### config.mk
export PLATFORM = sky130hd
export DESIGN_NAME = spn_round
export DESIGN_NICKNAME = d
export VERILOG_FILES = /design/src/rtl/spn_pkg.sv /design/src/rtl/spn_round.sv
export SDC_FILE = /design/constraint.sdc
export NUM_CORES = 1
export LEC_CHECK = 0
export BUFFER_PORTS_ARGS = -buffer_cell sky130_fd_sc_hd__buf_2
export CAP_MARGIN = 40
export CORE_MARGIN = 3
export CORE_UTILIZATION = 50
export DETAILED_ROUTE_END_ITERATION = 7
export PLACE_DENSITY = 0.8
export SYNTH_ARGS = -nofsm -noshare
export SYNTH_HDL_FRONTEND = slang
export SYNTH_SLANG_ARGS = --single-unit
export TNS_END_PERCENT = 20
### constraint.sdc
create_clock -name vclk -period 14
set_clock_uncertainty 0.2 [all_clocks]
set_input_delay 0.7 -clock vclk [all_inputs]
set_output_delay 0.7 -clock vclk [all_outputs]
set_load 0.02 [all_outputs]
### src/rtl/spn_pkg.sv
// Package for the substitution-permutation network block cipher.
// Holds the sizes, configuration register codes, table types and round functions.
// Used by spn_tables, spn_round and spn_block_cipher; depends on nothing else.
package spn_pkg;

  localparam int unsigned GROUP_BITS = 4;
  localparam int unsigned GROUPS     = 4;
  localparam int unsigned MAX_ROUNDS = 8;

  localparam int unsigned BLOCK_BITS = GROUPS * GROUP_BITS;
  localparam int unsigned KEY_BITS   = (GROUPS + MAX_ROUNDS) * GROUP_BITS;
  localparam int unsigned SBOX_SIZE  = 1 << GROUP_BITS;
  localparam int unsigned POS_W      = $clog2(BLOCK_BITS);
  localparam int unsigned ROUND_W    = $clog2(MAX_ROUNDS + 2);
  localparam int unsigned DATA_W     = 16;
  localparam int unsigned CNT_W      = 4;
  localparam int unsigned NIB_W      = 4;
  localparam int unsigned TABLE_W    = 64;
  localparam int unsigned CFG_IDX_W  = 2;
  localparam int unsigned CFG_DATA_W = 64;
  localparam int unsigned ROUND_RST  = 4;

  typedef enum logic [CFG_IDX_W-1:0] {
    CFG_ROUND_COUNT = 2'd0,
    CFG_CIPHER_KEY  = 2'd1,
    CFG_SBOX_TABLE  = 2'd2,
    CFG_PERM_TABLE  = 2'd3
  } cfg_reg_e;

  typedef logic [BLOCK_BITS-1:0]                  block_t;
  typedef logic [SBOX_SIZE-1:0][GROUP_BITS-1:0]   sbox_t;
  typedef logic [BLOCK_BITS-1:0][POS_W-1:0]       pos_map_t;

  typedef struct packed {
    logic [ROUND_W-1:0]  rounds;
    logic [KEY_BITS-1:0] key;
    sbox_t               sbox;
    sbox_t               sbox_inv;
    pos_map_t            perm_fwd;
    pos_map_t            perm_inv;
  } spn_tables_t;

  function automatic logic [ROUND_W-1:0] clamp_rounds(logic [CNT_W-1:0] v);
    logic [ROUND_W-1:0] r;
    if (v == '0) begin
      r = ROUND_W'(1);
    end else if (int'(v) > MAX_ROUNDS) begin
      r = ROUND_W'(MAX_ROUNDS);
    end else begin
      r = ROUND_W'(v);
    end
    return r;
  endfunction

  function automatic block_t round_key(logic [KEY_BITS-1:0] key, logic [ROUND_W-1:0] i);
    logic [KEY_BITS-1:0] sh;
    sh = key >> (GROUP_BITS * (ROUND_W'(MAX_ROUNDS + 1) - i));
    return sh[BLOCK_BITS-1:0];
  endfunction

  function automatic block_t substitute(block_t x, sbox_t tbl);
    block_t y;
    for (int g = 0; g < GROUPS; g++) begin
      y[g*GROUP_BITS +: GROUP_BITS] = tbl[x[g*GROUP_BITS +: GROUP_BITS]];
    end
    return y;
  endfunction

  // Output position t takes the input bit at position map[t]; position 0 is the MSB.
  function automatic block_t permute(block_t x, pos_map_t map);
    block_t y;
    for (int t = 0; t < BLOCK_BITS; t++) begin
      y[BLOCK_BITS-1-t] = x[POS_W'(BLOCK_BITS - 1) - map[t]];
    end
    return y;
  endfunction

  function automatic sbox_t sbox_from(logic [TABLE_W-1:0] table_v);
    sbox_t s;
    for (int v = 0; v < SBOX_SIZE; v++) begin
      s[v] = table_v[TABLE_W-NIB_W*(v+1) +: GROUP_BITS];
    end
    return s;
  endfunction

  // The highest input with a matching entry wins; outputs never produced map to zero.
  function automatic sbox_t sbox_invert(sbox_t s);
    sbox_t inv;
    inv = '0;
    for (int v = 0; v < SBOX_SIZE; v++) begin
      inv[s[v]] = GROUP_BITS'(v);
    end
    return inv;
  endfunction

  function automatic logic [BLOCK_BITS-1:0] perm_hits(logic [TABLE_W-1:0] table_v);
    logic [BLOCK_BITS-1:0] hit;
    logic [NIB_W-1:0]      t;
    hit = '0;
    for (int p = 0; p < BLOCK_BITS; p++) begin
      t = table_v[TABLE_W-1-NIB_W*p -: NIB_W];
      if (int'(t) < BLOCK_BITS) begin
        hit[t[POS_W-1:0]] = 1'b1;
      end
    end
    return hit;
  endfunction

  // Source of each target position; later sources win, unused targets keep their bit.
  function automatic pos_map_t perm_fwd_map(logic [TABLE_W-1:0] table_v);
    pos_map_t         m;
    logic [NIB_W-1:0] t;
    for (int i = 0; i < BLOCK_BITS; i++) begin
      m[i] = POS_W'(i);
    end
    for (int p = 0; p < BLOCK_BITS; p++) begin
      t = table_v[TABLE_W-1-NIB_W*p -: NIB_W];
      if (int'(t) < BLOCK_BITS) begin
        m[t[POS_W-1:0]] = POS_W'(p);
      end
    end
    return m;
  endfunction

  function automatic pos_map_t perm_inv_map(logic [TABLE_W-1:0] table_v);
    pos_map_t              m;
    pos_map_t              fwd;
    logic [BLOCK_BITS-1:0] hit;
    fwd = perm_fwd_map(table_v);
    hit = perm_hits(table_v);
    for (int i = 0; i < BLOCK_BITS; i++) begin
      m[i] = POS_W'(i);
    end
    for (int q = 0; q < BLOCK_BITS; q++) begin
      if (hit[q]) begin
        m[fwd[q]] = POS_W'(q);
      end
    end
    return m;
  endfunction

endpackage

### src/rtl/spn_round.sv
// One pipeline stage of the cipher: a full round, the final round or a pass-through.
// The stage number and the direction select the round keys and the operations.
// Depends on spn_pkg.
module spn_round (
  input  spn_pkg::spn_tables_t          tables_i,
  input  logic [spn_pkg::ROUND_W-1:0]   stage_i,
  input  logic                          decrypt_i,
  input  spn_pkg::block_t               data_i,
  output spn_pkg::block_t               data_o
);

  logic [spn_pkg::ROUND_W-1:0] rounds;
  logic [spn_pkg::ROUND_W-1:0] key_hi_idx, key_lo_idx;
  spn_pkg::block_t             key_hi, key_lo;
  spn_pkg::block_t             sub_in, sub_out;
  spn_pkg::sbox_t              sbox_sel;

  assign rounds = tables_i.rounds;

  always_comb begin
    if (decrypt_i) begin
      key_hi_idx = rounds + spn_pkg::ROUND_W'(1);
      key_lo_idx = rounds - stage_i + spn_pkg::ROUND_W'(1);
      sbox_sel   = tables_i.sbox_inv;
    end else begin
      key_hi_idx = stage_i;
      key_lo_idx = stage_i + spn_pkg::ROUND_W'(1);
      sbox_sel   = tables_i.sbox;
    end
    key_hi = spn_pkg::round_key(tables_i.key, key_hi_idx);
    key_lo = spn_pkg::round_key(tables_i.key, key_lo_idx);

    if (decrypt_i && stage_i != spn_pkg::ROUND_W'(1)) begin
      sub_in = spn_pkg::permute(data_i, tables_i.perm_inv);
    end else begin
      sub_in = data_i ^ key_hi;
    end
    sub_out = spn_pkg::substitute(sub_in, sbox_sel);

    if (stage_i > rounds) begin
      data_o = data_i;
    end else if (!decrypt_i && stage_i < rounds) begin
      data_o = spn_pkg::permute(sub_out, tables_i.perm_fwd);
    end else begin
      data_o = sub_out ^ key_lo;
    end
  end

endmodule

# Word level (Yosys, flattened, before mapping)
# Cells that the tools add are included.
[classes]
add_sub_neg = 38
mul = 0
n_div = 0
n_lt_le_gt_ge = 38
n_eq_ne = 1
shifts = 2
muxes = 78
bitwise_logic = 2
n_reduce_logical = 3
[ops]
columns = ["op", "n"]
rows = [
  ["< comparator 4 x 5 -> 1 bit (second input constant)", 36],
  ["binary-select mux 1 bit (select 4 bit)", 32],
  ["subtractor 4 bit (first input constant)", 32],
  [">> shifter 48 x 32 -> 16 bit", 2],
  ["binary-select mux 4 bit (select 4 bit)", 4],
  ["two-way mux 64 bit", 1],
  ["two-way mux 16 bit", 3],
  ["two-way mux 1 bit", 32],
  ["bitwise XOR 16 bit", 2],
  ["two-way mux 4 bit", 6],
  ["adder 4 x 1 -> 4 bit (second input constant)", 3],
  ["subtractor 4 x 4 -> 5 bit (first input constant)", 2],
  ["greater-than comparator 4 bit", 1],
  ["< comparator 4 bit", 1],
  ["inequality test 4 x 1 -> 1 bit (second input constant)", 1],
  ["subtractor 4 bit", 1],
  ["logical AND 1 bit", 2],
  ["zero test 1 bit", 1],
]
[totals]
regBits = 0
latch_bits = 0
ramBits = 0
mem_bits_ro = 0
out_inout_bits = 16
elab_cells = 162
mem_count = 0

# Longest topological paths before layout
[logic_depth]
depth_word = 12
ltp_mapped = 27
mapped_depth_nobuf = 19

# Worst setup path after synthesis
# Ideal clock, no wire load.
[synth_timing]
path_type = "input to output"
start = "input tables_i[304] (netlist bit)"
end = "output data_o[9]"
t_arrival_ns = 5.814
setup_slack_ns = 7.286
stages = 24
n_path_buf = 6
cell_sequence = "ha_1 mux2_4 inv_2 buf_6 buf_6 ha_1 clkbuf_1 nand3_1 mux2_2 o211a_1 buf_4 buf_6 or4_1 and3_1 nand3_1 buf_6 mux2i_1 mux2i_1 a22oi_1 o211a_1 inv_1 mux4_2 and3b_1 o31ai_1"
[synth_via]
elab_chain_cells = 12
[synth_rtl]
columns = ["item", "line", "source"]
rows = [
  ["from (decl)", "spn_round.sv:5", "input spn_pkg::spn_tables_t tables_i,"],
  ["adder 4 x 1 -> 4 bit", "spn_round.sv:22", "key_hi_idx = rounds + spn_pkg::ROUND_W'(1);"],
  ["two-way mux 4 bit", "spn_round.sv:21", "if (decrypt_i) begin"],
  ["subtractor 4 x 4 -> 5 bit", "spn_pkg.sv:57", "sh = key >> (GROUP_BITS * (ROUND_W'(MAX_ROUNDS + 1) - i));"],
  [">> shifter 48 x 32 -> 16 bit", "spn_pkg.sv:57", ""],
  ["bitwise XOR 16 bit", "spn_round.sv:36", "sub_in = data_i ^ key_hi;"],
  ["two-way mux 16 bit", "spn_round.sv:33", "if (decrypt_i && stage_i != spn_pkg::ROUND_W'(1)) begin"],
  ["binary-select mux 4 bit (select 4 bit)", "spn_pkg.sv:64", "y[g*GROUP_BITS +: GROUP_BITS] = tbl[x[g*GROUP_BITS +: GROUP_BITS]];"],
  ["two-way mux 4 bit (not written as such)", "spn_pkg.sv:64", ""],
  ["binary-select mux 1 bit (select 4 bit)", "spn_pkg.sv:73", "y[BLOCK_BITS-1-t] = x[POS_W'(BLOCK_BITS - 1) - map[t]];"],
  ["two-way mux 1 bit (not written as such)", "spn_pkg.sv:73", ""],
  ["two-way mux 16 bit", "spn_round.sv:42", "end else if (!decrypt_i && stage_i < rounds) begin"],
  ["two-way mux 16 bit *", "spn_round.sv:40", "if (stage_i > rounds) begin"],
  ["to (decl)", "spn_round.sv:9", "output spn_pkg::block_t data_o"],
]
# Mark *: on every way between the ends. The rest lies on a longest branch, timed or not. The select of a mux whose other input is x is not followed.

# Worst setup path after layout
[layout_timing]
start = "input tables_i[304] (netlist bit)"
end = "output data_o[0]"
# Same word-level chain as after synthesis.

==> metrics.md <==
| Metric | Value |
|---|---|
| Critical path fanouts, max | `25` |
| Synthesized instance count | `roughly 1700` |
| Number of remaining DRC errors | `0` |
| Worst Setup Path Type | `input pin to output port` |
| Number of port buffers | `345` |
| CTS Hold Buffers Added | `0` |
| # IOs | `345` |
| Largest net degree at the start of global routing | `69` |
| Sum of net half-perimeters after detailed placement | `roughly 48000 um` |
| Max VDD drop | `roughly 0.13 mV` |
| Slew headroom | `0.374` |
| Seq_cells | `0` |
| Chain of cells forming the critical path | `buf_2, ha_1, mux2_4, inv_2, ha_1, nor4b_1, o21ai_0, nor4_1, a311oi_1, nand3_1, mux2_2, o221a_2, nor4_2, buf_4, and2_0, a2111oi_0, a311oi_1, a21oi_1, a222oi_1, buf_2` |
| Post-Syn Area per Cell | `8.12 sq um` |
| Max stage delay on crit path | `~0.76 ns` |
| Internal power of the cells | `0.000538 W` |
| Weighted congestion at the end of routability-driven global placement | `1.09` |
| Worst-case setup slack after placement | `6.01 ns` |
| Via density per instance | `7.49` |
| Via count of the first global-routing pass | `roughly 16000` |
| Setup fix buffers added after clock tree synthesis | `0` |
| Proportion of netlist area held by the largest area contributor | `0.236` |
| Synth Cell Area | `13500 sq um` |
| Starting DRT DRC Count | `2616` |
| Crit-path slowest cell | `sky130_fd_sc_hd__o21ai_0` |
| TritonRoute pass-1 iters | `5` |
| Number of failing setup endpoints in the final timing report | `0` |
| Post-layout min period | `8.18 ns` |
| Clock buf count | `0` |
| Power consumption | `0.00133 W` |
| Die height | `about 170 um` |
| Switch Pwr | `0.000794 W` |
| Unrepaired setup endpoints after global routing | `false` |
| Final nets | `2236` |
| Count of endpoints failing hold in the final timing report | `0` |
| Worst setup margin | `5.82 ns` |
| Initial core utilization | `0.513` |
| Upper clock frequency limit | `~120 MHz` |
| Final global-route overflow total | `0` |
| Arrival time worst endpoint | `7.28 ns` |
| Total via count after detailed routing | `between 15000 and 20000` |
| Class of the tightest hold or removal check | `input pin to output port` |
| Fraction of layout instances using a drive strength above 1 | `0.341` |
| Power share of the sequential group | `0` |
| Leakage | `6.45 nW` |
| Critical path buffer and inverter count | `4` |
| Yosys top cell by area | `sky130_fd_sc_hd__mux4_2` |
| Clk network pwr share | `0` |
| Count of yosys warnings during synthesis | `0` |
| Distinct cell type count of the synthesized netlist | `roughly 110` |
| Run status | `completed` |
| Startpoint Class | `input pin` |
| Aggregate routed wire length | `62100 um` |
| Power per standard cell area | `around 87 nW/um^2` |
| Wire length of the first global-routing pass | `92100 um` |
| Top cells by area in the synthesized netlist | `sky130_fd_sc_hd__mux4_2, sky130_fd_sc_hd__mux2i_1, sky130_fd_sc_hd__mux2_2` |
| Row count | `59` |
| Mean routed wirelength per cell | `approximately 28 um` |
| Setup_tns | `0 ns` |
| Final period utilization | `0.584` |
| Switching Fraction | `0.596` |
| Max cap viols | `0` |
| Crit path capture type | `output port` |
| Multi-input combinational cell area | `12600 sq um` |
| Critical path required time | `13.10 ns` |
| Fillcell total | `2450` |
| Net count of the mapped netlist | `about 2000` |
| Final Max Slew Viols | `0` |
| Slew of the pin with the lowest slew margin | `0.924 ns` |
| CTS-repair resized insts | `0` |
| Die footprint | `between 20000 and 30000 sq um` |
| Area Overhead vs Synth | `13.0%` |
| Sequential cell area | `0 sq um` |
| Die width | `170 um` |
| Placeable core region | `between 20000 and 30000 sq um` |
| Final core occ | `0.579` |
| Post-route antenna net violation count | `0` |
| Seq/Total Area, Yosys | `0` |
| Total global routing track utilization | `0.402` |
| Antenna violations before repair | `2` |
| Kind of cell adding the most delay to the critical path | `compound AO/OA/AOI/OAI gates` |
| Part of the power in combinational logic | `1.000` |
## cells in the mapped netlist, drive strengths merged, types with 23 or more instances
cell,count
nand3,57
buf,78
nand2,194
o211ai,27
a21oi,87
mux2,73
a31oi,24
mux4,141
o21ai,78
mux2i,220
nor3,23
inv,37
clkbuf,78
xnor2,23
nor2,122
## path summary, 6_finish.rpt
| path | cells past startpoint | slack, ns | end | start |
|---|---|---|---|---|
| hold / removal | 3 | 1.57 | data_o[11] | tables_i[82] |
| setup / recovery | 20 | 5.82 | data_o[0] | tables_i[304] |
## stage by stage
step	cell area, sq um	cells	hold slack [ns]
detailed placement	15200	2226	1.57
finish	15200	2228	1.57
floorplan	13500	1659	1.40
global route	15200	2228	1.61
global placement	15100	2215	1.57
CTS	15200	2226	1.57
## final cells by class
cell class | instances | area share
antenna | 2 | 0.000329
inverter | 37 | 0.00912
multi-input combinational | 1466 | 0.826
tap | 335 | 0.0275
timing repair buffer | 388 | 0.137
## metal layers
| metal | GRT usage | part of all wire | up-vias |
|---|---|---|---|
| li1 | - | - | 7089 |
| met1 | 0.532 | 0.36 | 7887 |
| met2 | 0.644 | 0.45 | 1442 |
| met3 | 0.0567 | 0.13 | 261 |
| met4 | 0.204 | 0.064 | 0 |
| met5 | 0 | 0 | - |
## power groups by stage
stage	logic (W)	clock network [W]	registers (W)
final	0.00133	0.0000000000191	0
after floorplan	0.000904	0	0
after global routing	0.00140	0.0000000000191	0
after CTS	0.00129	0	0
after detailed placement	0.00129	0	0
after global placement	0.00126	0	0
## layout by cell type, fill, tap and decap left out, types with 7 or more instances in the layout
| cell | instances |
|---|---|
| sky130_fd_sc_hd__and2_1 | 18 |
| sky130_fd_sc_hd__ha_1 | 13 |
| sky130_fd_sc_hd__nand3_1 | 55 |
| sky130_fd_sc_hd__buf_4 | 39 |
| sky130_fd_sc_hd__mux4_2 | 141 |
| sky130_fd_sc_hd__nand2_1 | 191 |
| sky130_fd_sc_hd__nand2b_1 | 10 |
| sky130_fd_sc_hd__nor2_1 | 118 |
| sky130_fd_sc_hd__nor2b_1 | 8 |
| sky130_fd_sc_hd__inv_1 | 35 |
| sky130_fd_sc_hd__o2111ai_1 | 13 |
| sky130_fd_sc_hd__o211a_1 | 7 |
| sky130_fd_sc_hd__and3_1 | 17 |
| sky130_fd_sc_hd__a22oi_1 | 21 |
| sky130_fd_sc_hd__o211ai_1 | 25 |
| sky130_fd_sc_hd__a311oi_1 | 9 |
| sky130_fd_sc_hd__a211o_1 | 15 |
| sky130_fd_sc_hd__mux2_2 | 70 |
| sky130_fd_sc_hd__a21oi_1 | 83 |
| sky130_fd_sc_hd__or3_1 | 7 |
| sky130_fd_sc_hd__o22ai_1 | 17 |
| sky130_fd_sc_hd__nor4_1 | 16 |
| sky130_fd_sc_hd__a2111oi_0 | 13 |
| sky130_fd_sc_hd__o31ai_1 | 19 |
| sky130_fd_sc_hd__xnor2_1 | 22 |
| sky130_fd_sc_hd__xor2_1 | 7 |
| sky130_fd_sc_hd__nand4_1 | 14 |
| sky130_fd_sc_hd__buf_2 | 345 |
| sky130_fd_sc_hd__nor3_1 | 22 |
| sky130_fd_sc_hd__a211oi_1 | 20 |
| sky130_fd_sc_hd__mux2i_1 | 220 |
| sky130_fd_sc_hd__o21ai_0 | 76 |
| sky130_fd_sc_hd__a31oi_1 | 23 |
| sky130_fd_sc_hd__a221oi_1 | 22 |
## cells by family after synthesis
kind of cell               synth area share
and+or+nand+nor                       0.183
AOI/OAI and AO/OA                     0.255
muxes                                 0.461
buffers and inverters                0.0686
xor gates and xnor gates             0.0195
adders and majority gates            0.0136
Power figures use the tool's default switching activity.
