<file path="config.mk">
export PLATFORM = sky130hd
export DESIGN_NAME = spn_tables
export DESIGN_NICKNAME = d
export VERILOG_FILES = /design/src/rtl/spn_pkg.sv /design/src/rtl/spn_tables.sv
export SDC_FILE = /design/constraint.sdc
export NUM_CORES = 1
export LEC_CHECK = 0
export BUFFER_PORTS_ARGS = -buffer_cell sky130_fd_sc_hd__buf_2
export CORE_ASPECT_RATIO = 1.4
export CORE_MARGIN = 1
export CORE_UTILIZATION = 45
export CTS_CLUSTER_DIAMETER = 120
export DETAILED_ROUTE_END_ITERATION = 7
export PLACE_DENSITY = 0.67
export SETUP_SLACK_MARGIN = 0.4
export SLEW_MARGIN = 20
export SYNTH_ARGS = -nofsm -noshare
export SYNTH_HDL_FRONTEND = slang
export SYNTH_SLANG_ARGS = --single-unit
</file>
<file path="constraint.sdc">
create_clock -name clk_i -period 1 [get_ports clk_i]
set_input_delay 0.1 -clock clk_i [delete_from_list [all_inputs] [get_ports clk_i]]
set_output_delay 0.1 -clock clk_i [all_outputs]
set_load 0.02 [all_outputs]
</file>
<file path="src/rtl/spn_pkg.sv">
// Package for the substitution-permutation network block cipher.
// Holds the sizes, configuration register codes, table types and round functions.
// Used by spn_tables, spn_round and spn_block_cipher; depends on nothing else.
package spn_pkg;

  localparam int unsigned GROUP_BITS = 4;
  localparam int unsigned GROUPS     = 4;
  localparam int unsigned MAX_ROUNDS = 8;

  localparam int unsigned BLOCK_BITS = GROUPS * GROUP_BITS;
  localparam int unsigned KEY_BITS   = (GROUPS + MAX_ROUNDS) * GROUP_BITS;
  localparam int unsigned SBOX_SIZE  = 1 << GROUP_BITS;
  localparam int unsigned POS_W      = $clog2(BLOCK_BITS);
  localparam int unsigned ROUND_W    = $clog2(MAX_ROUNDS + 2);
  localparam int unsigned DATA_W     = 16;
  localparam int unsigned CNT_W      = 4;
  localparam int unsigned NIB_W      = 4;
  localparam int unsigned TABLE_W    = 64;
  localparam int unsigned CFG_IDX_W  = 2;
  localparam int unsigned CFG_DATA_W = 64;
  localparam int unsigned ROUND_RST  = 4;

  typedef enum logic [CFG_IDX_W-1:0] {
    CFG_ROUND_COUNT = 2'd0,
    CFG_CIPHER_KEY  = 2'd1,
    CFG_SBOX_TABLE  = 2'd2,
    CFG_PERM_TABLE  = 2'd3
  } cfg_reg_e;

  typedef logic [BLOCK_BITS-1:0]                  block_t;
  typedef logic [SBOX_SIZE-1:0][GROUP_BITS-1:0]   sbox_t;
  typedef logic [BLOCK_BITS-1:0][POS_W-1:0]       pos_map_t;

  typedef struct packed {
    logic [ROUND_W-1:0]  rounds;
    logic [KEY_BITS-1:0] key;
    sbox_t               sbox;
    sbox_t               sbox_inv;
    pos_map_t            perm_fwd;
    pos_map_t            perm_inv;
  } spn_tables_t;

  function automatic logic [ROUND_W-1:0] clamp_rounds(logic [CNT_W-1:0] v);
    logic [ROUND_W-1:0] r;
    if (v == '0) begin
      r = ROUND_W'(1);
    end else if (int'(v) > MAX_ROUNDS) begin
      r = ROUND_W'(MAX_ROUNDS);
    end else begin
      r = ROUND_W'(v);
    end
    return r;
  endfunction

  function automatic block_t round_key(logic [KEY_BITS-1:0] key, logic [ROUND_W-1:0] i);
    logic [KEY_BITS-1:0] sh;
    sh = key >> (GROUP_BITS * (ROUND_W'(MAX_ROUNDS + 1) - i));
    return sh[BLOCK_BITS-1:0];
  endfunction

  function automatic block_t substitute(block_t x, sbox_t tbl);
    block_t y;
    for (int g = 0; g < GROUPS; g++) begin
      y[g*GROUP_BITS +: GROUP_BITS] = tbl[x[g*GROUP_BITS +: GROUP_BITS]];
    end
    return y;
  endfunction

  // Output position t takes the input bit at position map[t]; position 0 is the MSB.
  function automatic block_t permute(block_t x, pos_map_t map);
    block_t y;
    for (int t = 0; t < BLOCK_BITS; t++) begin
      y[BLOCK_BITS-1-t] = x[POS_W'(BLOCK_BITS - 1) - map[t]];
    end
    return y;
  endfunction

  function automatic sbox_t sbox_from(logic [TABLE_W-1:0] table_v);
    sbox_t s;
    for (int v = 0; v < SBOX_SIZE; v++) begin
      s[v] = table_v[TABLE_W-NIB_W*(v+1) +: GROUP_BITS];
    end
    return s;
  endfunction

  // The highest input with a matching entry wins; outputs never produced map to zero.
  function automatic sbox_t sbox_invert(sbox_t s);
    sbox_t inv;
    inv = '0;
    for (int v = 0; v < SBOX_SIZE; v++) begin
      inv[s[v]] = GROUP_BITS'(v);
    end
    return inv;
  endfunction

  function automatic logic [BLOCK_BITS-1:0] perm_hits(logic [TABLE_W-1:0] table_v);
    logic [BLOCK_BITS-1:0] hit;
    logic [NIB_W-1:0]      t;
    hit = '0;
    for (int p = 0; p < BLOCK_BITS; p++) begin
      t = table_v[TABLE_W-1-NIB_W*p -: NIB_W];
      if (int'(t) < BLOCK_BITS) begin
        hit[t[POS_W-1:0]] = 1'b1;
      end
    end
    return hit;
  endfunction

  // Source of each target position; later sources win, unused targets keep their bit.
  function automatic pos_map_t perm_fwd_map(logic [TABLE_W-1:0] table_v);
    pos_map_t         m;
    logic [NIB_W-1:0] t;
    for (int i = 0; i < BLOCK_BITS; i++) begin
      m[i] = POS_W'(i);
    end
    for (int p = 0; p < BLOCK_BITS; p++) begin
      t = table_v[TABLE_W-1-NIB_W*p -: NIB_W];
      if (int'(t) < BLOCK_BITS) begin
        m[t[POS_W-1:0]] = POS_W'(p);
      end
    end
    return m;
  endfunction

  function automatic pos_map_t perm_inv_map(logic [TABLE_W-1:0] table_v);
    pos_map_t              m;
    pos_map_t              fwd;
    logic [BLOCK_BITS-1:0] hit;
    fwd = perm_fwd_map(table_v);
    hit = perm_hits(table_v);
    for (int i = 0; i < BLOCK_BITS; i++) begin
      m[i] = POS_W'(i);
    end
    for (int q = 0; q < BLOCK_BITS; q++) begin
      if (hit[q]) begin
        m[fwd[q]] = POS_W'(q);
      end
    end
    return m;
  endfunction

endpackage

</file>
<file path="src/rtl/spn_tables.sv">
// Configuration registers of the cipher and the lookup tables derived from them.
// Inverse S-box and both permutation maps are built when a register is written.
// Depends on spn_pkg.
module spn_tables (
  input  logic                                clk_i,
  input  logic                                rst_ni,
  input  logic                                cfg_valid_i,
  output logic                                cfg_ready_o,
  input  logic [spn_pkg::CFG_IDX_W-1:0]       cfg_index_i,
  input  logic [spn_pkg::CFG_DATA_W-1:0]      cfg_data_i,
  output spn_pkg::spn_tables_t                tables_o
);

  spn_pkg::spn_tables_t tables_d, tables_q;

  assign cfg_ready_o = 1'b1;
  assign tables_o    = tables_q;

  always_comb begin
    tables_d = tables_q;
    if (cfg_valid_i) begin
      case (cfg_index_i)
        spn_pkg::CFG_ROUND_COUNT: begin
          tables_d.rounds = spn_pkg::clamp_rounds(cfg_data_i[spn_pkg::CNT_W-1:0]);
        end
        spn_pkg::CFG_CIPHER_KEY: begin
          tables_d.key = cfg_data_i[spn_pkg::KEY_BITS-1:0];
        end
        spn_pkg::CFG_SBOX_TABLE: begin
          tables_d.sbox     = spn_pkg::sbox_from(cfg_data_i[spn_pkg::TABLE_W-1:0]);
          tables_d.sbox_inv = spn_pkg::sbox_invert(
                                spn_pkg::sbox_from(cfg_data_i[spn_pkg::TABLE_W-1:0]));
        end
        spn_pkg::CFG_PERM_TABLE: begin
          tables_d.perm_fwd = spn_pkg::perm_fwd_map(cfg_data_i[spn_pkg::TABLE_W-1:0]);
          tables_d.perm_inv = spn_pkg::perm_inv_map(cfg_data_i[spn_pkg::TABLE_W-1:0]);
        end
        default: begin
        end
      endcase
    end
  end

  always_ff @(posedge clk_i or negedge rst_ni) begin
    if (!rst_ni) begin
      tables_q.rounds   <= spn_pkg::clamp_rounds(spn_pkg::CNT_W'(spn_pkg::ROUND_RST));
      tables_q.key      <= '0;
      tables_q.sbox     <= spn_pkg::sbox_from('0);
      tables_q.sbox_inv <= spn_pkg::sbox_invert(spn_pkg::sbox_from('0));
      tables_q.perm_fwd <= spn_pkg::perm_fwd_map('0);
      tables_q.perm_inv <= spn_pkg::perm_inv_map('0);
    end else begin
      tables_q <= tables_d;
    end
  end

`ifndef NO_ASSERTIONS
  a_rounds_range: assert property (@(posedge clk_i) disable iff (!rst_ni)
    tables_q.rounds != '0 && int'(tables_q.rounds) <= spn_pkg::MAX_ROUNDS)
    else $error("round count outside its range");

  a_sbox_inverse: assert property (@(posedge clk_i) disable iff (!rst_ni)
    tables_q.sbox[tables_q.sbox_inv[tables_q.sbox[0]]] == tables_q.sbox[0])
    else $error("inverse S-box does not undo the S-box");

  a_round_zero: assert property (@(posedge clk_i) disable iff (!rst_ni)
    (cfg_valid_i && cfg_index_i == spn_pkg::CFG_ROUND_COUNT &&
     cfg_data_i[spn_pkg::CNT_W-1:0] == '0) |=> tables_q.rounds == spn_pkg::ROUND_W'(1))
    else $error("zero round count not taken as one");
`endif

endmodule

</file>
==> results of run 1 <==
## metal layers
| layer | GRT overflow | global-route usage |
|---|---|---|
| met4 | 188 | 0.814 |
| met5 | 0 | 0.244 |
| met1 | 4 | 0.775 |
| met3 | 8 | 0.611 |
| met2 | 285 | 0.979 |
## per-stage QoR
stage	instances	area (µm²)	hold slack (ns)
after floorplan	2298	23400	-0.196
after global placement	4101	32000	0.0316
after detailed placement	4101	32000	0.0314
after CTS	4404	39800	-0.606
## logic make-up after synthesis
| logic type | synth area share |
|---|---|
| flip-flops | 0.377 |
| multiplexers | 0.0620 |
| other | 0.000181 |
| AND/OR/NAND/NOR | 0.338 |
| AO/OA/AOI/OAI | 0.177 |
| buffers and inverters | 0.0459 |
## what timing repair did
| action | CTS |
|---|---|
| cloned | 8 |
| endpoints found under the hold margin | 366 |
| pin swaps | 271 |
| resized for setup | 1137 |
| hold buffers | 4 |
| setup endpoints to repair | 614 |
| buffers inserted | 237 |
==> results_dict.tcl, run 1 <==
set metrics [dict create \
    clkSinkCount 308 \
    numPortBuffers 376 \
    synth-edff-count 0 \
    synthTopCellsByCount "nand2_1 (282), dfrtp_1 (239), nor2_1 (188), o21ai_0 (168), mux2_2 (112)" \
    grt_pass1_wl_mm 281 \
    synth_cell_types 109 \
    fp.dieH_um 256 \
    numCtsBuffers 29 \
    ys_warn_count 0 \
    die_width_um 183 \
    dp_hpwl_mm 102 \
    root_buffer "clkbuf_16" \
    io-pin-count 378 \
    synth_ff_type "dfrtp_1" \
    netlist_area_um2 20700 \
    htree_levels 1 \
    netlist_instances 2298 \
    grt.overflow.total 485 \
    status "aborted with a tool error" \
    syn_avg_cell_area_um2 8.99 \
    grt_max_degree 67 \
    track_usage 0.789 \
    grt_pass1_vias 37000 \
    async_reset_ff_frac 1.00 \
    synth_nets 2367 \
    initial_core_util 0.458 \
    lastStage "5_1_grt" \
    cts.path.max_buffers 3 \
    routabilityCongestion 1.15 \
    synth_most_common_cell "nand2_1" \
    ys_ff_latch 308 \
    synthTopCellsByArea "dfrtp_1 (29%), dfstp_2 (8.8%), mux2_2 (6.1%)" \
    synth_area_leader_cell "dfrtp_1" \
    synth-seq-area-share 0.377 \
    place_ws_ns -2.11 \
    error_line "[ERROR GRT-0116] Global routing finished with congestion. Check the congestion regions in the DRC Viewer." \
    num_rows 92 \
    synth_top_area_share 0.289 \
]
==> inputs of run 2 (changes only) <==
Settings changed: CORE_ASPECT_RATIO 1.4 to default, CORE_UTILIZATION 45 to 30, CTS_CLUSTER_DIAMETER 120 to default, PLACE_DENSITY 0.67 to default, PLACE_DENSITY_LB_ADDON from default to 0.15, SETUP_SLACK_MARGIN 0.4 to default.
==> results_dict.tcl, run 2 <==
set metrics [dict create \
    num_rows 95 \
    grt.overflow.total 0 \
    grt_max_degree 61 \
    setup_viol 493 \
    dr.pass1.iters 5 \
    async_reset_ff_frac 1.00 \
    fin_ws_ns -1.17 \
    slowest_delay_ns 0.52 \
    synthTopCellsByArea "dfrtp_1 (29%), dfstp_2 (8.8%), mux2_2 (6.1%)" \
    netlist_area_um2 20700 \
    die_width_um 264 \
    routabilityCongestion 1.03 \
    synth_nets 2367 \
    synth_top_area_share 0.289 \
    layout_commonest_cell "buf_4" \
    synthTopCellsByCount "nand2_1 (282), dfrtp_1 (239), nor2_1 (188), o21ai_0 (168), mux2_2 (112)" \
    violations "negative setup slack" \
    fin_hold_ws_ns 0.0219 \
    numPortBuffers 376 \
    synth_cell_types 109 \
    path_clk_slew_ns 0.07 \
    m1WireLength_mm 59.2 \
    antenna_found_initial 3 \
    netlist_instances 2298 \
    syn_avg_cell_area_um2 8.99 \
    synth-edff-count 0 \
    clkSinkCount 308 \
    crit_chain "buf_8, buf_8, buf_8, nor4bb_4, or2_4, a221o_1, a21oi_2, buf_6, and2_1, buf_4, a21oi_4, nand3_1, o32a_1" \
    slowest_stage "nor4bb_4" \
    hold_viol_final 0 \
    initial_core_util 0.306 \
    largest_reg_flops 308 \
    start_kind "input port" \
    synth_area_leader_cell "dfrtp_1" \
    fp.dieH_um 264 \
    dr_wl_met3_mm 9.62 \
    viasPerCell 5.68 \
    ys_ff_latch 308 \
    grt_pass1_vias 27000 \
    routed_wl_mm 147 \
    worst_pin_slew_ns 0.770 \
    insertion_delay_ns 0.58 \
    critPathCaptureType "flip-flop" \
    numCtsBuffers 37 \
    crit_path_frequent_cell "buf_8" \
    clock.fmax_mhz 462 \
    synth_most_common_cell "nand2_1" \
    seq_area_um2 7800 \
    fin_tns_setup_ns -179.99 \
    maxCapViolations 0 \
    route.met2.wl_mm 66.9 \
    period_needed_ns 2.17 \
    track_usage 0.392 \
    nets 4024 \
    top_layer "met5" \
    fin_skew_ns 0 \
    synth-seq-area-share 0.377 \
    period_share 2.17 \
    fillerInstances 5111 \
    grt_pass1_wl_mm 197 \
    cp.required_ns 1.47 \
    core_um2 67600 \
    drv_slew 0 \
    dp_hpwl_mm 114 \
    multi_input_area_um2 17500 \
    status "complete, but fails checks" \
    die_area_um2 69900 \
    power_density_nw_per_um2 1410 \
    max-slew-margin-rel 0.481 \
    vias 27600 \
    layout_common_cells "buf_4 (944), buf_6 (647), dfrtp_1 (237), nand2_1 (228), nor2_1 (122)" \
    postRouteAntennaNets 0 \
    power.leakage_nw 21.0 \
    cts_tree "yes" \
    cts.path.max_buffers 3 \
    layout-drive-gt1-share 0.705 \
    drc 0 \
    rsz0062_at_grt "yes" \
    hold_class "in2async" \
    synth_ff_type "dfrtp_1" \
    crit_type "in2reg" \
    vdd_ir_drop_max_uv 1550 \
    root_buffer "clkbuf_16" \
    area_growth_pct 122 \
    crit_arrival_ns 2.63 \
    drt_iter0_markers 2306 \
    avgRoutedWirePerCell_um 30.3 \
    io-pin-count 378 \
    worst-path-max-fanout 8 \
    htree_levels 2 \
    ys_warn_count 0 \
]
run 2: final timing paths:
kind                       slack [ns]           start            end  cells past startpoint
max                             -1.17  cfg_data_i[16]   tables_o[17]                     13
min                              0.02          rst_ni   tables_o[87]                      2
max reg2reg                     -0.23    tables_o[51]   tables_o[51]                      5
min reg2reg                      0.47    tables_o[76]   tables_o[76]                      2
max in group asynchronous        0.16          rst_ni  tables_o[255]                      3
min in group clk_i               0.03  cfg_data_i[39]  tables_o[219]                      4
run 2: what timing repair did:
item                                   4_1_cts  5_1_grt
setup endpoints to repair                  496      496
resized for setup                         1150      959
endpoints found under the hold margin      335        0
hold buffers                                38        0
cloned                                      11        9
buffers inserted                           235      233
pin swaps                                  311      299
run 2: cell type report:
cell class	count	area share
repair buffers	1802	0.393
multi-input cells	1784	0.382
flip-flops and latches	308	0.170
clock buffers	54	0.0243
well taps	873	0.0239
clock inverters	13	0.00473
inverters	22	0.00186
diodes	1	0.0000546
run 2: power by group:
| group | switching (mW) | total (mW) | internal [mW] |
|---|---|---|---|
| sequential | 2.14 | 17.5 | 15.4 |
| clock | 5.78 | 14.8 | 9.04 |
| combinational | 15.7 | 32.1 | 16.4 |
| total | 23.6 | 64.4 | 40.8 |
run 2: cell families (layout without fill, tap and decap cells):
family                 after synthesis  in the layout  synth area share
multiplexers                       114            114            0.0620
AND/OR/NAND/NOR                   1122           1122             0.338
other                                1              2          0.000181
AO/OA/AOI/OAI                      547            547             0.177
buffers and inverters              206           1891            0.0459
flip-flops                         308            308             0.377
run 2: worst max-delay path: cells and delay by family:
kind,cells,cell delay (ns)
and+or+nand+nor,4,1.04
AOI/OAI and AO/OA,4,0.81
buffers and inverters,5,0.68
run 2: per-layer routing:
layer,GRT usage,vias to the layer above
met5,0,-
met4,0.236,2
met3,0.0649,379
met2,0.627,1224
met1,0.497,13900
li1,-,12100
run 2: per-stage QoR:
step	utilization	total power, mW	area [µm²]	setup WS [ns]	std cells
finish	0.677	64.4	45800	-1.17	4857
detailed placement	0.482	38.5	32600	-2.42	4369
floorplan	-	27.2	23300	-1.18	2298
global placement	0.482	38.2	32600	-2.41	4369
CTS	0.606	58.0	41000	-1.08	4675
global route	0.677	66.2	45800	-1.21	4856
(Power assumes the default switching activity.)
==> inputs of run 3 (changes only) <==
Clock period 1 ns to 2.7 ns, I/O delays scaled along.
==> results_dict.tcl, run 3 (synthesis results as in run 2) <==
set metrics [dict create \
    r2r_setup_slack_ns 1.57 \
    die_area_um2 69900 \
    rsz0062_at_grt "no" \
    drc 0 \
    avgRoutedWirePerCell_um 29.8 \
    fin_hold_ws_ns 0.0513 \
    cp-startpoint "cfg_data_i[52]" \
    largest_reg_flops 308 \
    viasPerCell 5.63 \
    track_usage 0.363 \
    clkSinkCount 308 \
    comb_power_share 0.401 \
    nets 3527 \
    grt_pass1_wl_mm 180 \
    reg2reg_depth 4 \
    layout_commonest_cell "buf_4" \
    dp_hpwl_mm 111 \
    crit_arrival_ns 3.13 \
    htree_levels 2 \
    rr_startpoint "tables_o[51]" \
    numPortBuffers 376 \
    p_int_mw 11.6 \
    fp.dieH_um 264 \
    worst_pin_slew_ns 1.14 \
    grt.overflow.total 0 \
    io-pin-count 378 \
    fin_skew_ns 0 \
    crit_type "in2reg" \
    fin_ws_ns -0.0256 \
    hold_class "in2reg" \
    area_growth_pct 53.0 \
    power_frac_clock 0.269 \
    hold_viol_final 0 \
    numCtsBuffers 36 \
    core_um2 67600 \
    dr.pass1.iters 5 \
    num_rows 95 \
    min_from "cfg_data_i[20]" \
    postRouteAntennaNets 0 \
    path_clk_slew_ns 0.06 \
    period_share 1.01 \
    power.leakage_nw 15.1 \
    routed_wl_mm 130 \
    power_density_nw_per_um2 596 \
    clock.fmax_mhz 367 \
    insertion_delay_ns 0.57 \
    switching_share 0.384 \
    start_kind "input port" \
    status "complete, but fails checks" \
    worst-path-max-fanout 14 \
    maxCapViolations 0 \
    drv_slew 0 \
    seqPwrFrac 0.330 \
    antenna_found_initial 8 \
    crit_end "tables_o[53]" \
    die_width_um 264 \
    cts.path.max_buffers 3 \
    vias 24500 \
    drt_iter0_markers 2235 \
    initial_core_util 0.306 \
    grt_pass1_vias 23700 \
    layout_common_cells "buf_4 (897), buf_2 (370), nand2_1 (280), dfrtp_1 (239), nor2_1 (187)" \
    routabilityCongestion 1.05 \
    vdd_ir_drop_max_uv 473 \
    grt_max_degree 77 \
    place_ws_ns -1.20 \
    violations "negative setup slack" \
    fin_tns_setup_ns -0.0256 \
    critPathCaptureType "flip-flop" \
    max-slew-margin-rel 0.230 \
    switchingPower_mw 7.23 \
    cp.required_ns 3.11 \
    setup_viol 1 \
    period_needed_ns 2.73 \
    layout-drive-gt1-share 0.476 \
    cts_tree "yes" \
    root_buffer "clkbuf_16" \
    reg2reg_to "tables_o[51]" \
]
[run 3: worst min-delay path by stage]
stage / endpoint / slack (ns) / cells after the start
3_3_place_gp: tables_o[63] / 0.29 / 1
2_1_floorplan: tables_o[0] / -0.03 / 0
4_1_cts: tables_o[276] / 0.02 / 2
6_report: tables_o[276] / 0.05 / 2
5_1_grt: tables_o[276] / 0.06 / 2
3_5_place_dp: tables_o[63] / 0.31 / 1
[run 3: area by class of cell]
type | instances | area, µm²
inverter | 22 | 82.6
sequential | 308 | 7790
clock buffer | 52 | 1030
clock inverter | 12 | 169
fill | 6695 | 36000
tap | 873 | 1090
timing repair buffer | 1306 | 9310
antenna | 5 | 12.5
multi-input combinational | 1784 | 12100
[run 3: power groups by stage]
stage	combinational, mW	clock [mW]	sequential (mW)
6_report	7.55	5.07	6.21
5_1_grt	7.89	5.38	6.32
4_1_cts	7.44	5.20	6.21
3_5_place_dp	7.41	0	6.28
3_3_place_gp	7.38	0	6.24
2_1_floorplan	2.20	0	7.36
[run 3: routing by layer]
metal,GRT usage,vias to the layer above,part of all wire
met1,0.463,12200,0.41
met2,0.577,1070,0.45
met3,0.0641,250,0.072
met5,0,-,0.00022
met4,0.209,4,0.067
li1,-,11000,-
[run 3: critical path, cell delays in order]
cell	delay (ns)
buf_2	0.13
buf_4	0.18
or4b_1	0.54
a211oi_2	0.33
buf_4	0.21
o211ai_2	0.11
nand2_2	0.27
o22ai_1	0.19
nor4_1	0.56
buf_4	0.22
a41oi_1	0.11
[run 3: repair_timing]
action                                  in CTS  in global routing
pin swaps                                    0                  2
endpoints found under the hold margin       50                  0
gates resized for setup                     15                 23
hold buffers                                 1                  0
endpoints found under the setup margin      42                 30
setup buffers                                0                  4
[run 3: through the flow]
stage | instance area, µm² | std cells | power, mW | util
finish | 31600 | 4362 | 18.8 | 0.467
detailed placement | 30200 | 4288 | 13.7 | 0.446
global route | 31600 | 4357 | 19.6 | 0.467
floorplan | 20700 | 2298 | 9.57 | -
global placement | 30200 | 4288 | 13.6 | 0.446
CTS | 31500 | 4353 | 18.8 | 0.465
